**src/mao_pkg.sv**
```systemverilog
`timescale 1ns / 1ps
// ----------------------------------------------------------------------------
// mao_pkg
// Shared widths, reset values, register codes and interface types of the
// multi-dimensional array offset generator.
// ----------------------------------------------------------------------------
package mao_pkg;

    // Number of index lanes; one per size register and index field.
    localparam int NUM_LANES  = 4;

    // Field widths.
    localparam int IDX_W      = 16;
    localparam int SIZE_W     = 10;
    localparam int CNT_W      = 3;
    localparam int CFG_IDX_W  = 3;
    localparam int CFG_DATA_W = 10;
    localparam int OFF_W      = 44;
    localparam int BAD_W      = 3;

    // Internal arithmetic widths. An extent is at most 1024, so the running
    // products of extents need 21 and 31 bits, and an in-bounds index fits
    // in the size width.
    localparam int EXT_W      = SIZE_W + 1;
    localparam int P01_W      = 21;
    localparam int STRIDE_W   = 31;
    localparam int TERM_W     = SIZE_W + STRIDE_W;
    localparam int SUM_W      = TERM_W + 2;

    // Reset values: a one-dimensional array of declared size ten.
    localparam logic [CNT_W-1:0]  RESET_DIM_COUNT  = 3'd1;
    localparam logic [SIZE_W-1:0] AUTO_DIM_SIZE    = 10'd10;
    localparam logic [SIZE_W-1:0] DEFAULT_DIM_SIZE = 10'd1;

    // Configuration register indexes.
    typedef enum logic [CFG_IDX_W-1:0] {
        CFG_DIM_COUNT = 3'd0,
        CFG_SIZE_DIM0 = 3'd1,
        CFG_SIZE_DIM1 = 3'd2,
        CFG_SIZE_DIM2 = 3'd3,
        CFG_SIZE_DIM3 = 3'd4
    } t_cfg_reg;

    typedef logic [SIZE_W-1:0] t_size;

    // Per-lane control from the top level.
    typedef struct packed {
        logic advance;
        logic used;
    } t_lane_ctl;

    // One result word.
    typedef struct packed {
        logic [OFF_W-1:0] byte_offset;
        logic             out_of_bounds;
        logic [BAD_W-1:0] bad_dimension;
        t_size            highest_allowed;
    } t_result;

endpackage

```
**src/mao_lane.sv**
```systemverilog
`timescale 1ns / 1ps
// ----------------------------------------------------------------------------
// mao_lane
// One index lane: checks its index against the dimension's extent, then
// multiplies the index by the dimension's stride.
// ----------------------------------------------------------------------------
module mao_lane (
    input  logic                          i_clk,
    input  mao_pkg::t_lane_ctl            i_ctl,
    input  logic [mao_pkg::IDX_W-1:0]     i_index,
    input  mao_pkg::t_size                i_size,
    input  logic [mao_pkg::STRIDE_W-1:0]  i_stride,
    output logic                          o_oob,
    output logic [mao_pkg::TERM_W-1:0]    o_term
);

    logic                         r_oob;
    logic [mao_pkg::SIZE_W-1:0]   r_idx;
    logic [mao_pkg::TERM_W-1:0]   r_term;
    logic [mao_pkg::TERM_W-1:0]   product;

    // First stage: an index above the declared size lies outside the extent.
    // An unused lane contributes a zero index and never fails.
    always_ff @(posedge i_clk) begin
        if (i_ctl.advance) begin
            r_oob <= i_ctl.used && (i_index > mao_pkg::IDX_W'(i_size));
            r_idx <= i_ctl.used ? i_index[mao_pkg::SIZE_W-1:0] : '0;
        end
    end

    // Second stage: weighted term of this dimension.
    assign product = mao_pkg::TERM_W'(r_idx) * mao_pkg::TERM_W'(i_stride);

    always_ff @(posedge i_clk) begin
        if (i_ctl.advance) begin
            r_term <= product;
        end
    end

    assign o_oob  = r_oob;
    assign o_term = r_term;

endmodule

```
**src/mao_merge.sv**
```systemverilog
`timescale 1ns / 1ps
// ----------------------------------------------------------------------------
// mao_merge
// Combines the lanes: picks the first failing dimension, sums the weighted
// terms, scales by the element size and adds the header.
// ----------------------------------------------------------------------------
module mao_merge #(
    parameter int ELEM_BYTES        = 8,
    parameter int HEADER_WORD_BYTES = 8
) (
    input  logic                             i_clk,
    input  logic                             i_advance,
    input  logic [mao_pkg::NUM_LANES-1:0]    i_oob,
    input  mao_pkg::t_size                   i_size [mao_pkg::NUM_LANES],
    input  logic [mao_pkg::TERM_W-1:0]       i_term [mao_pkg::NUM_LANES],
    input  logic [mao_pkg::CNT_W-1:0]        i_eff_cnt,
    output mao_pkg::t_result                 o_result
);

    localparam int EB_W   = $clog2(ELEM_BYTES + 1);
    localparam int WIDE_W = mao_pkg::SUM_W + EB_W;

    logic                          found;
    logic [mao_pkg::BAD_W-1:0]     n_bad;
    mao_pkg::t_size                n_high;
    logic [mao_pkg::SUM_W-1:0]     n_sum;
    logic [WIDE_W-1:0]             scaled;
    logic [WIDE_W-1:0]             header;
    logic [WIDE_W:0]               full_offset;

    logic                          r_oob2;
    logic [mao_pkg::BAD_W-1:0]     r_bad2;
    mao_pkg::t_size                r_high2;
    logic                          r_oob3;
    logic [mao_pkg::BAD_W-1:0]     r_bad3;
    mao_pkg::t_size                r_high3;
    logic [mao_pkg::SUM_W-1:0]     r_sum;
    mao_pkg::t_result              r_result;

    // The lowest failing dimension wins.
    always_comb begin
        found  = 1'b0;
        n_bad  = '0;
        n_high = '0;
        for (int k = 0; k < mao_pkg::NUM_LANES; k++) begin
            if (i_oob[k] && !found) begin
                found  = 1'b1;
                n_bad  = mao_pkg::BAD_W'(k + 1);
                n_high = i_size[k];
            end
        end
    end

    // Sum of the weighted terms of all lanes.
    always_comb begin
        n_sum = '0;
        for (int k = 0; k < mao_pkg::NUM_LANES; k++) begin
            n_sum = n_sum + mao_pkg::SUM_W'(i_term[k]);
        end
    end

    // Scale by the element size (a small constant) and add one header word
    // per dimension; the offset keeps its low bits.
    assign scaled      = WIDE_W'(r_sum) * WIDE_W'(ELEM_BYTES);
    assign header      = WIDE_W'(i_eff_cnt) * WIDE_W'(HEADER_WORD_BYTES);
    assign full_offset = (WIDE_W + 1)'(scaled) + (WIDE_W + 1)'(header);

    always_ff @(posedge i_clk) begin
        if (i_advance) begin
            // Bounds verdict, aligned with the lane terms.
            r_oob2  <= found;
            r_bad2  <= n_bad;
            r_high2 <= n_high;
            // Term sum.
            r_oob3  <= r_oob2;
            r_bad3  <= r_bad2;
            r_high3 <= r_high2;
            r_sum   <= n_sum;
            // Output word.
            r_result.byte_offset     <= r_oob3 ? '0 : full_offset[mao_pkg::OFF_W-1:0];
            r_result.out_of_bounds   <= r_oob3;
            r_result.bad_dimension   <= r_bad3;
            r_result.highest_allowed <= r_high3;
        end
    end

    assign o_result = r_result;

endmodule

```
**src/multidim_array_offset_top.sv**
```systemverilog
`timescale 1ns / 1ps
// Each index word passes the input register, both lane stages, the term sum and the output word.
// Throughput: one word per cycle unless the output stalls; the four lanes and merge are pipelined.
// Strides follow a configuration write via r_p01 and r_p012, ahead of any word that uses them.
// Reset (synchronous, active low) empties the pipeline and restores a 1-D array of size 10.
// The input is stalled and configuration is refused while reset is held.
// ----------------------------------------------------------------------------
// multidim_array_offset_top
// Byte offset generator for an element of a multi-dimensional array block,
// with a bounds check on every used index.
// ----------------------------------------------------------------------------
module multidim_array_offset_top #(
    parameter int MAX_DIMS          = 4,
    parameter int ELEM_BYTES        = 8,
    parameter int HEADER_WORD_BYTES = 8
) (
    input  logic                                i_clk,
    input  logic                                i_rst_n,
    // Configuration write channel.
    input  logic                                i_cfg_valid,
    output logic                                o_cfg_ready,
    input  logic [mao_pkg::CFG_IDX_W-1:0]       i_cfg_index,
    input  logic [mao_pkg::CFG_DATA_W-1:0]      i_cfg_data,
    // Index words.
    input  logic                                i_in_valid,
    output logic                                o_in_stall,
    input  logic [mao_pkg::IDX_W-1:0]           i_index_dim0,
    input  logic [mao_pkg::IDX_W-1:0]           i_index_dim1,
    input  logic [mao_pkg::IDX_W-1:0]           i_index_dim2,
    input  logic [mao_pkg::IDX_W-1:0]           i_index_dim3,
    // Result words.
    output logic                                o_out_valid,
    input  logic                                i_out_stall,
    output logic [mao_pkg::OFF_W-1:0]           o_byte_offset,
    output logic                                o_out_of_bounds,
    output logic [mao_pkg::BAD_W-1:0]           o_bad_dimension,
    output logic [mao_pkg::SIZE_W-1:0]          o_highest_allowed
);

    localparam int CAP = (MAX_DIMS < mao_pkg::NUM_LANES) ? MAX_DIMS : mao_pkg::NUM_LANES;

    logic [mao_pkg::CNT_W-1:0]      r_dim_count;
    mao_pkg::t_size                 r_size [mao_pkg::NUM_LANES];
    logic [mao_pkg::CNT_W-1:0]      n_eff_cnt;
    logic [mao_pkg::CNT_W-1:0]      r_eff_cnt;

    logic [mao_pkg::EXT_W-1:0]      ext0;
    logic [mao_pkg::EXT_W-1:0]      ext1;
    logic [mao_pkg::EXT_W-1:0]      ext2;
    logic [mao_pkg::P01_W-1:0]      prod01;
    logic [mao_pkg::STRIDE_W-1:0]   prod012;
    logic [mao_pkg::P01_W-1:0]      r_p01;
    logic [mao_pkg::STRIDE_W-1:0]   r_p012;
    logic [mao_pkg::STRIDE_W-1:0]   stride [mao_pkg::NUM_LANES];

    logic                           advance;
    logic                           r_v0;
    logic                           r_v1;
    logic                           r_v2;
    logic                           r_v3;
    logic                           r_out_valid;
    logic [mao_pkg::IDX_W-1:0]      r_s0_idx [mao_pkg::NUM_LANES];

    logic [mao_pkg::NUM_LANES-1:0]  lane_oob;
    logic [mao_pkg::TERM_W-1:0]     lane_term [mao_pkg::NUM_LANES];
    mao_pkg::t_result               result;

    // Configuration registers; writes to unknown indexes are dropped.
    assign o_cfg_ready = i_rst_n;

    always_ff @(posedge i_clk) begin
        if (!i_rst_n) begin
            r_dim_count <= mao_pkg::RESET_DIM_COUNT;
            r_size[0]   <= mao_pkg::AUTO_DIM_SIZE;
            r_size[1]   <= mao_pkg::DEFAULT_DIM_SIZE;
            r_size[2]   <= mao_pkg::DEFAULT_DIM_SIZE;
            r_size[3]   <= mao_pkg::DEFAULT_DIM_SIZE;
        end else if (i_cfg_valid) begin
            unique case (mao_pkg::t_cfg_reg'(i_cfg_index))
                mao_pkg::CFG_DIM_COUNT: begin
                    r_dim_count <= i_cfg_data[mao_pkg::CNT_W-1:0];
                end
                mao_pkg::CFG_SIZE_DIM0: begin
                    r_size[0] <= i_cfg_data;
                end
                mao_pkg::CFG_SIZE_DIM1: begin
                    r_size[1] <= i_cfg_data;
                end
                mao_pkg::CFG_SIZE_DIM2: begin
                    r_size[2] <= i_cfg_data;
                end
                mao_pkg::CFG_SIZE_DIM3: begin
                    r_size[3] <= i_cfg_data;
                end
                default: begin
                end
            endcase
        end
    end

    // Effective dimension count: at least one, at most the lane count.
    always_comb begin
        priority if (r_dim_count == '0) begin
            n_eff_cnt = mao_pkg::CNT_W'(1);
        end else if (r_dim_count > mao_pkg::CNT_W'(CAP)) begin
            n_eff_cnt = mao_pkg::CNT_W'(CAP);
        end else begin
            n_eff_cnt = r_dim_count;
        end
    end

    // Strides are products of the earlier extents, with one multiply before each product register.
    // An extent is at most 1024, so both products fit their widths.
    assign ext0    = mao_pkg::EXT_W'(r_size[0]) + mao_pkg::EXT_W'(1);
    assign ext1    = mao_pkg::EXT_W'(r_size[1]) + mao_pkg::EXT_W'(1);
    assign ext2    = mao_pkg::EXT_W'(r_size[2]) + mao_pkg::EXT_W'(1);
    assign prod01  = mao_pkg::P01_W'(ext0) * mao_pkg::P01_W'(ext1);
    assign prod012 = mao_pkg::STRIDE_W'(r_p01) * mao_pkg::STRIDE_W'(ext2);

    always_ff @(posedge i_clk) begin
        r_eff_cnt <= n_eff_cnt;
        r_p01     <= prod01;
        r_p012    <= prod012;
    end

    assign stride[0] = mao_pkg::STRIDE_W'(1);
    assign stride[1] = mao_pkg::STRIDE_W'(ext0);
    assign stride[2] = mao_pkg::STRIDE_W'(r_p01);
    assign stride[3] = r_p012;

    // The whole pipeline moves unless a finished word is held at the output.
    assign advance    = !(r_out_valid && i_out_stall);
    assign o_in_stall = !i_rst_n || !advance;

    always_ff @(posedge i_clk) begin
        if (!i_rst_n) begin
            r_v0        <= 1'b0;
            r_v1        <= 1'b0;
            r_v2        <= 1'b0;
            r_v3        <= 1'b0;
            r_out_valid <= 1'b0;
        end else if (advance) begin
            r_v0        <= i_in_valid;
            r_v1        <= r_v0;
            r_v2        <= r_v1;
            r_v3        <= r_v2;
            r_out_valid <= r_v3;
        end
    end

    // Input word register.
    always_ff @(posedge i_clk) begin
        if (advance) begin
            r_s0_idx[0] <= i_index_dim0;
            r_s0_idx[1] <= i_index_dim1;
            r_s0_idx[2] <= i_index_dim2;
            r_s0_idx[3] <= i_index_dim3;
        end
    end

    // One lane per dimension.
    for (genvar g = 0; g < mao_pkg::NUM_LANES; g++) begin : g_lane
        localparam logic [mao_pkg::CNT_W-1:0] LANE_NUM = mao_pkg::CNT_W'(g);
        mao_pkg::t_lane_ctl ctl;

        assign ctl.advance = advance;
        assign ctl.used    = LANE_NUM < r_eff_cnt;

        mao_lane u_lane (
            .i_clk    (i_clk),
            .i_ctl    (ctl),
            .i_index  (r_s0_idx[g]),
            .i_size   (r_size[g]),
            .i_stride (stride[g]),
            .o_oob    (lane_oob[g]),
            .o_term   (lane_term[g])
        );
    end

    // Merge of the lane results into one output word.
    mao_merge #(
        .ELEM_BYTES        (ELEM_BYTES),
        .HEADER_WORD_BYTES (HEADER_WORD_BYTES)
    ) u_merge (
        .i_clk     (i_clk),
        .i_advance (advance),
        .i_oob     (lane_oob),
        .i_size    (r_size),
        .i_term    (lane_term),
        .i_eff_cnt (r_eff_cnt),
        .o_result  (result)
    );

    assign o_out_valid       = r_out_valid;
    assign o_byte_offset     = result.byte_offset;
    assign o_out_of_bounds   = result.out_of_bounds;
    assign o_bad_dimension   = result.bad_dimension;
    assign o_highest_allowed = result.highest_allowed;

endmodule

```
**config.mk**
```make
export PLATFORM = sky130hd
export DESIGN_NAME = multidim_array_offset_top
export DESIGN_NICKNAME = d
export VERILOG_FILES = /design/src/mao_pkg.sv /design/src/mao_lane.sv /design/src/mao_merge.sv /design/src/multidim_array_offset_top.sv
export SDC_FILE = /design/constraint.sdc
export NUM_CORES = 2
export LEC_CHECK = 0
export ABC_AREA = 1
export BUFFER_PORTS_ARGS = -buffer_cell sky130_fd_sc_hd__clkbuf_2
export CORE_ASPECT_RATIO = 1.5
export CORE_MARGIN = 8
export CORE_UTILIZATION = 30
export CTS_BUF_LIST = sky130_fd_sc_hd__clkbuf_4
export DETAILED_ROUTE_END_ITERATION = 6
export GPL_TIMING_DRIVEN = 0
export PLACE_DENSITY = 0.46
export SYNTH_ARGS = -nofsm -noshare
export SYNTH_HDL_FRONTEND = slang
export SYNTH_SLANG_ARGS = --single-unit
```
**constraint.sdc**
```tcl
create_clock -name i_clk -period 18.05 [get_ports i_clk]
set_clock_uncertainty 0.1 [all_clocks]
set_input_delay 2.7075 -clock i_clk [delete_from_list [all_inputs] [get_ports i_clk]]
set_output_delay 2.7075 -clock i_clk [all_outputs]
set_load 0.01 [all_outputs]
```
After elaboration in Yosys (flattened, before gate mapping):

Memory sizes are Yosys's and may differ from the RTL's.
Index checks and enable logic that the tools add are counted.

* bits in registers: 407
* memory bits (writable): 64
* input bits: 82
* output and inout port bits: 61
* memories: 1

Memory list
* r_s0_idx: words 4, width 16, rd ports 4, clocked after Yosys merged registers in 0, write ports 4, RTL line multidim_array_offset_top.sv:62 `logic [mao_pkg::IDX_W-1:0] r_s0_idx [mao_pkg::NUM_LANES];`

* $add $sub $neg: 7
* multiply operators: 5
* magnitude comparators: 9
* equality and inequality tests: 4
* mux-type cells: 12
* reductions and logical operators: 21

Operators with widths (number)
* $add A41 B41 Y41: 2
* $gt A16 B10 Y1: 4
* $add A44 B6 Y44: 1
* $add A10 B41 Y41: 1
* $mul A10 B31 Y41: 1
* $mux W10: 4
* $add A10 B1 Y11 const B: 3
* $mul A10 B21 Y31: 1
* $mul A21 B11 Y31: 1
* $mul A10 B11 Y21: 1
* $mul A11 B11 Y21: 1
* $reduce_and A2 Y1: 5
* $logic_and A1 B1 Y1: 8
* $eq A3 B2 Y1 const B: 2
* $logic_not A3 Y1: 2
* $lt A1 B3 Y1 const A: 2
* $lt A2 B3 Y1 const A: 2
* $mux W1: 5
* $logic_not A1 Y1: 4
* $mux W2: 2
* $eq A3 B1 Y1 const B: 1
* $eq A3 B3 Y1 const B: 1
* $gt A3 B3 Y1 const B: 1
* $mux W3: 1
* other kinds (2): 2

Longest topological paths before layout:

* depth in word-level cells: 10
* mapped depth: 30
* gate-level depth less buffers: 29

Cells and area by module:

From an unflattened synthesis, not the netlist that was laid out.

* cell total of the unflattened synthesis: 10391
* area, all modules: 78691.7 um^2

Modules (own cells, without submodules)
* mao_lane at g_lane[2].u_lane ...: instances 2, cells an instance 1714, area an instance 12662.1 um^2, seq. area each 1561.5 um^2
* multidim_array_offset_top: instances 1, cells an instance 2120, area an instance 17150.2 um^2, seq. area each 3983.8 um^2
* mao_lane at g_lane[0].u_lane: instances 1, cells an instance 1714, area an instance 12664.6 um^2, seq. area each 1561.5 um^2
* mao_lane at g_lane[1].u_lane: instances 1, cells an instance 1711, area an instance 12653.4 um^2, seq. area each 1561.5 um^2
* mao_merge: instances 1, cells an instance 1418, area an instance 10899.2 um^2, seq. area each 3723.6 um^2

Least setup slack after synthesis:

OpenSTA, ideal clock, no wires.

* path kind: input port to output port
* start point: in i_out_stall
* end point: out o_in_stall
* arrival: 10634 ps
* required time: 15242 ps
* slack: 4609 ps
* cell stages on the path: 2
* path buffers: 0
* cell sequence: nand2_1 -> nand2_1

* word-level cells in the longest chain between the ends: 2

RTL lines
* from (decl): RTL line multidim_array_offset_top.sv:33 `input logic i_out_stall,`
* $logic_and A1 B1 Y1: RTL line multidim_array_offset_top.sv:132 `assign advance = !(r_out_valid && i_out_stall);`
* $logic_or A1 B1 Y1: RTL line multidim_array_offset_top.sv:133 `assign o_in_stall = !i_rst_n || !advance;`
* to (decl): RTL line multidim_array_offset_top.sv:26 `output logic o_in_stall,`

No other way between the ends.

Final worst setup path:

* start point: in i_rst_n
* end point: out o_in_stall

* word-level cells in the longest chain between the ends: 2

RTL lines
* from (decl): RTL line multidim_array_offset_top.sv:18 `input logic i_rst_n,`
* $logic_not A1 Y1
* $logic_or A1 B1 Y1: RTL line multidim_array_offset_top.sv:133

No other way between the ends.

==> flow_summary.json <==
{
  "firstDrtPassIters": 7,
  "yosys-top-cells-area": "fa_1 (27%), edfxtp_1 (19%), nand2_1 (14%)",
  "fmax_mhz": 151,
  "grtUsageTotal": 0.185,
  "coreArea_um2": 177000,
  "syn_to_final_growth_pct": 9.89,
  "die_y_um": 533,
  "violations": "DRC",
  "drive_above_1_share": 0.0584,
  "clockRootBuffer": "clkbuf_4",
  "synth.distinct_cells": 53,
  "final_cell_area_um2": 58600,
  "yosys_warnings": 0,
  "status": "finished with violations",
  "wl_per_cell_um": 19.3,
  "synth_cells": 6683,
  "synth_top_area_share": 0.274,
  "cts_resized": 0,
  "dr.first_iter.drc_count": 2181,
  "synth.yosys.seq_area_share": 0.227,
  "initial_core_util": 0.302,
  "num-nets-final": 8192,
  "cpLargestDelayFamily": "buffers and inverters",
  "cts_hold_buf": 0,
  "dp_hpwl_um": 153000,
  "post-route-period-util": 0.368,
  "rows": 189,
  "port_buffers": 138,
  "crit_top_cell": "clkbuf_1",
  "critPathLaunchType": "input port",
  "globalplace.congestion": 0.948,
  "slowest_delay_ns": 0.52,
  "post-cts-setup-buffer-count": 0,
  "power_density_nw_per_um2": 61.9,
  "rsz0062_at_grt": "false",
  "worstPathCellList": "clkbuf_1, clkbuf_1, nand2_1, clkbuf_2",
  "route.detailed.drc": 4,
  "grtUsageMet2": 0.357,
  "cp_slowest_cell": "clkbuf_1",
  "clockBufferDepth": 3,
  "hp-class": "flip-flop to flip-flop",
  "setup_tns_ns": 0,
  "slew_headroom": 0.269,
  "via_per_inst": 4.64,
  "path_buf_inv": 3,
  "placed_area_um2": 57100,
  "grt_antenna_before_repair": 7,
  "cp_max_fo": 10,
  "arrival_ns": 3.83,
  "min_period_ns": 6.63,
  "yosys_register_bits": 438,
  "syn_area_per_cell_um2": 7.98,
  "netlist_area_um2": 53400,
  "cts_tree": "yes",
  "use_met3": 0.0215,
  "synth_top_area_cell": "fa_1",
  "numCtsBuffers": 115,
  "top_usage_layer": "met2",
  "cts_sinks": 438,
  "gr-usage-met1": 0.198,
  "grt_pass1_vias": 46300,
  "ir_drop_mv": 0.0687,
  "htreeDepth": 3,
  "die-area_um2": 192000,
  "antenna_left": 0,
  "grt-ovfl-total": 0,
  "crit_path_end_kind": "output port",
  "drt-total-wl_um": 180000,
  "die_w_um": 360,
  "maxCapViolCount": 0,
  "vias": 43300,
  "p_leak_nw": 30.7,
  "setup_viol": 0,
  "cp.required_ns": 15.24,
  "hold_viol": 0,
  "grt_pass1_wl_um": 272000,
  "worst-setup-path-type": "input port to output port",
  "tightest_slew_ns": 1.09,
  "clk_latency_ns": 1.06,
  "io_pins": 143,
  "grt_max_degree": 72,
  "slew_violations": 0,
  "clk_pin_slew_ns": 0.09
}
-- cell type report --
class	instances	area (um^2)
multi-input combinational	4565	34800
tap	2292	2870
timing repair buffer	143	828
sequential	438	12100
fill	19000	118000
antenna	3	7.51
inverter	1501	5640
buffer	181	759
clock buffer	163	1220
clock inverter	49	334
-- logic make-up (layout without fill, tap and decap cells) --
kind of cell,after synthesis,after routing,share of synthesized area
simple gates,2862,2862,0.215
buf+inv,1682,2037,0.120
fa+ha+maj,1165,1165,0.376
flops,438,438,0.227
compound gates,424,424,0.0433
xor+xnor,111,111,0.0185
other cells,1,6,0.0000703
-- cells in the mapped netlist, drive strengths merged --
cell        n
and2        3
o21ai     133
o21a        9
a31oi       4
a211oi      5
o21bai      9
nand2    1954
ha        435
o2111ai    10
xor2       92
edfxtp    335
inv      1493
nor4        7
nor3       55
fa        730
nand3b     13
a21oi     239
nand4      70
or2        12
a21o        9
nand3     182
clkbuf    148
buf        33
xnor2      19
and3        3
o211ai      4
dfxtp     103
nor2      562
conb        1
clkinv      8
nor3b       1
o31ai       2
-- stage by stage --
step	hold slack (ns)	util	total power, mW	std cells	setup WS [ns]
after floorplan	0.300	-	2.21	6685	4.61
after global placement	0.303	0.322	2.75	9115	1.48
after detailed placement	0.305	0.323	2.75	9120	11.34
after CTS	0.307	0.332	3.71	9332	11.34
after global routing	0.311	0.332	3.90	9334	11.13
final	0.304	0.332	3.63	9335	11.42
-- worst reg2reg max path, delay by kind of cell, from the launching register on --
family	cells	cell delay, ns
flops	1	0.31
fa+ha+maj	6	2.94
buf+inv	5	1.52
compound gates	2	0.55
simple gates	6	0.90
-- routing by layer --
layer / vias to the layer above / part of all wire / wire [um]
li1: 20800 / - / -
met1: 21100 / 0.37 / 67400
met2: 1078 / 0.53 / 95800
met3: 385 / 0.036 / 6420
met4: 6 / 0.057 / 10300
met5: - / 0.00023 / 41
-- layout by cell type (no fill, tap or decap), types with 5 or more instances in the layout --
cell,instances
nand3_1,177
clkinv_1,40
nand3b_1,13
clkbuf_4,163
inv_2,13
clkbuf_2,138
nand4_1,69
nor2_2,7
a21o_1,9
o21bai_1,9
buf_4,6
xnor2_1,19
clkbuf_1,148
or2_2,5
xor2_1,90
nor4_1,7
inv_1,1478
nor3_1,49
buf_1,11
o21ai_0,125
dfxtp_1,103
o21a_1,9
nor2_1,554
a211oi_1,5
a21oi_1,238
or2_0,5
ha_1,435
edfxtp_1,335
fa_1,730
nand3_2,5
buf_2,10
buf_16,5
nand2_2,13
o2111ai_1,10
buf_6,6
clkinv_2,8
nand2_1,1938
-- power by group --
| part | leakage (nW) | switching, mW | internal, mW |
|---|---|---|---|
| Combinational | 25.1 | 0.947 | 0.425 |
| Sequential | 4.70 | 0.0903 | 1.24 |
| Clock | 0.912 | 0.466 | 0.459 |
-- state kept, by name, indices dropped and copies added (netlist names), 3 cells and up --
name	flops
u_merge.r_high2	10
r_p012	31
g_lane.u_lane.o_term	103
r_p01	21
r_dim_count	3
g_lane.u_lane.r_idx	40
u_merge.r_bad2	3
r_s0_idx	64
r_eff_cnt	3
g_lane.u_lane.o_oob	4
u_merge.r_bad3	3
u_merge.r_sum	41
u_merge.o_result	55
r_size	40
u_merge.r_high3	10
-- worst paths after layout --
kind                            cells after the start                           to  slack, ns               from
worst min-delay path                                0            u_merge.r_bad3[1]       0.30  u_merge.r_bad2[1]
worst max register to register                     19  g_lane[2].u_lane.o_term[27]      11.46           r_p01[8]
worst min register to register                      0            u_merge.r_bad3[1]       0.30  u_merge.r_bad2[1]
worst max-delay path                                4                   o_in_stall      11.42            i_rst_n
Power figures use the tool's default switching activity.
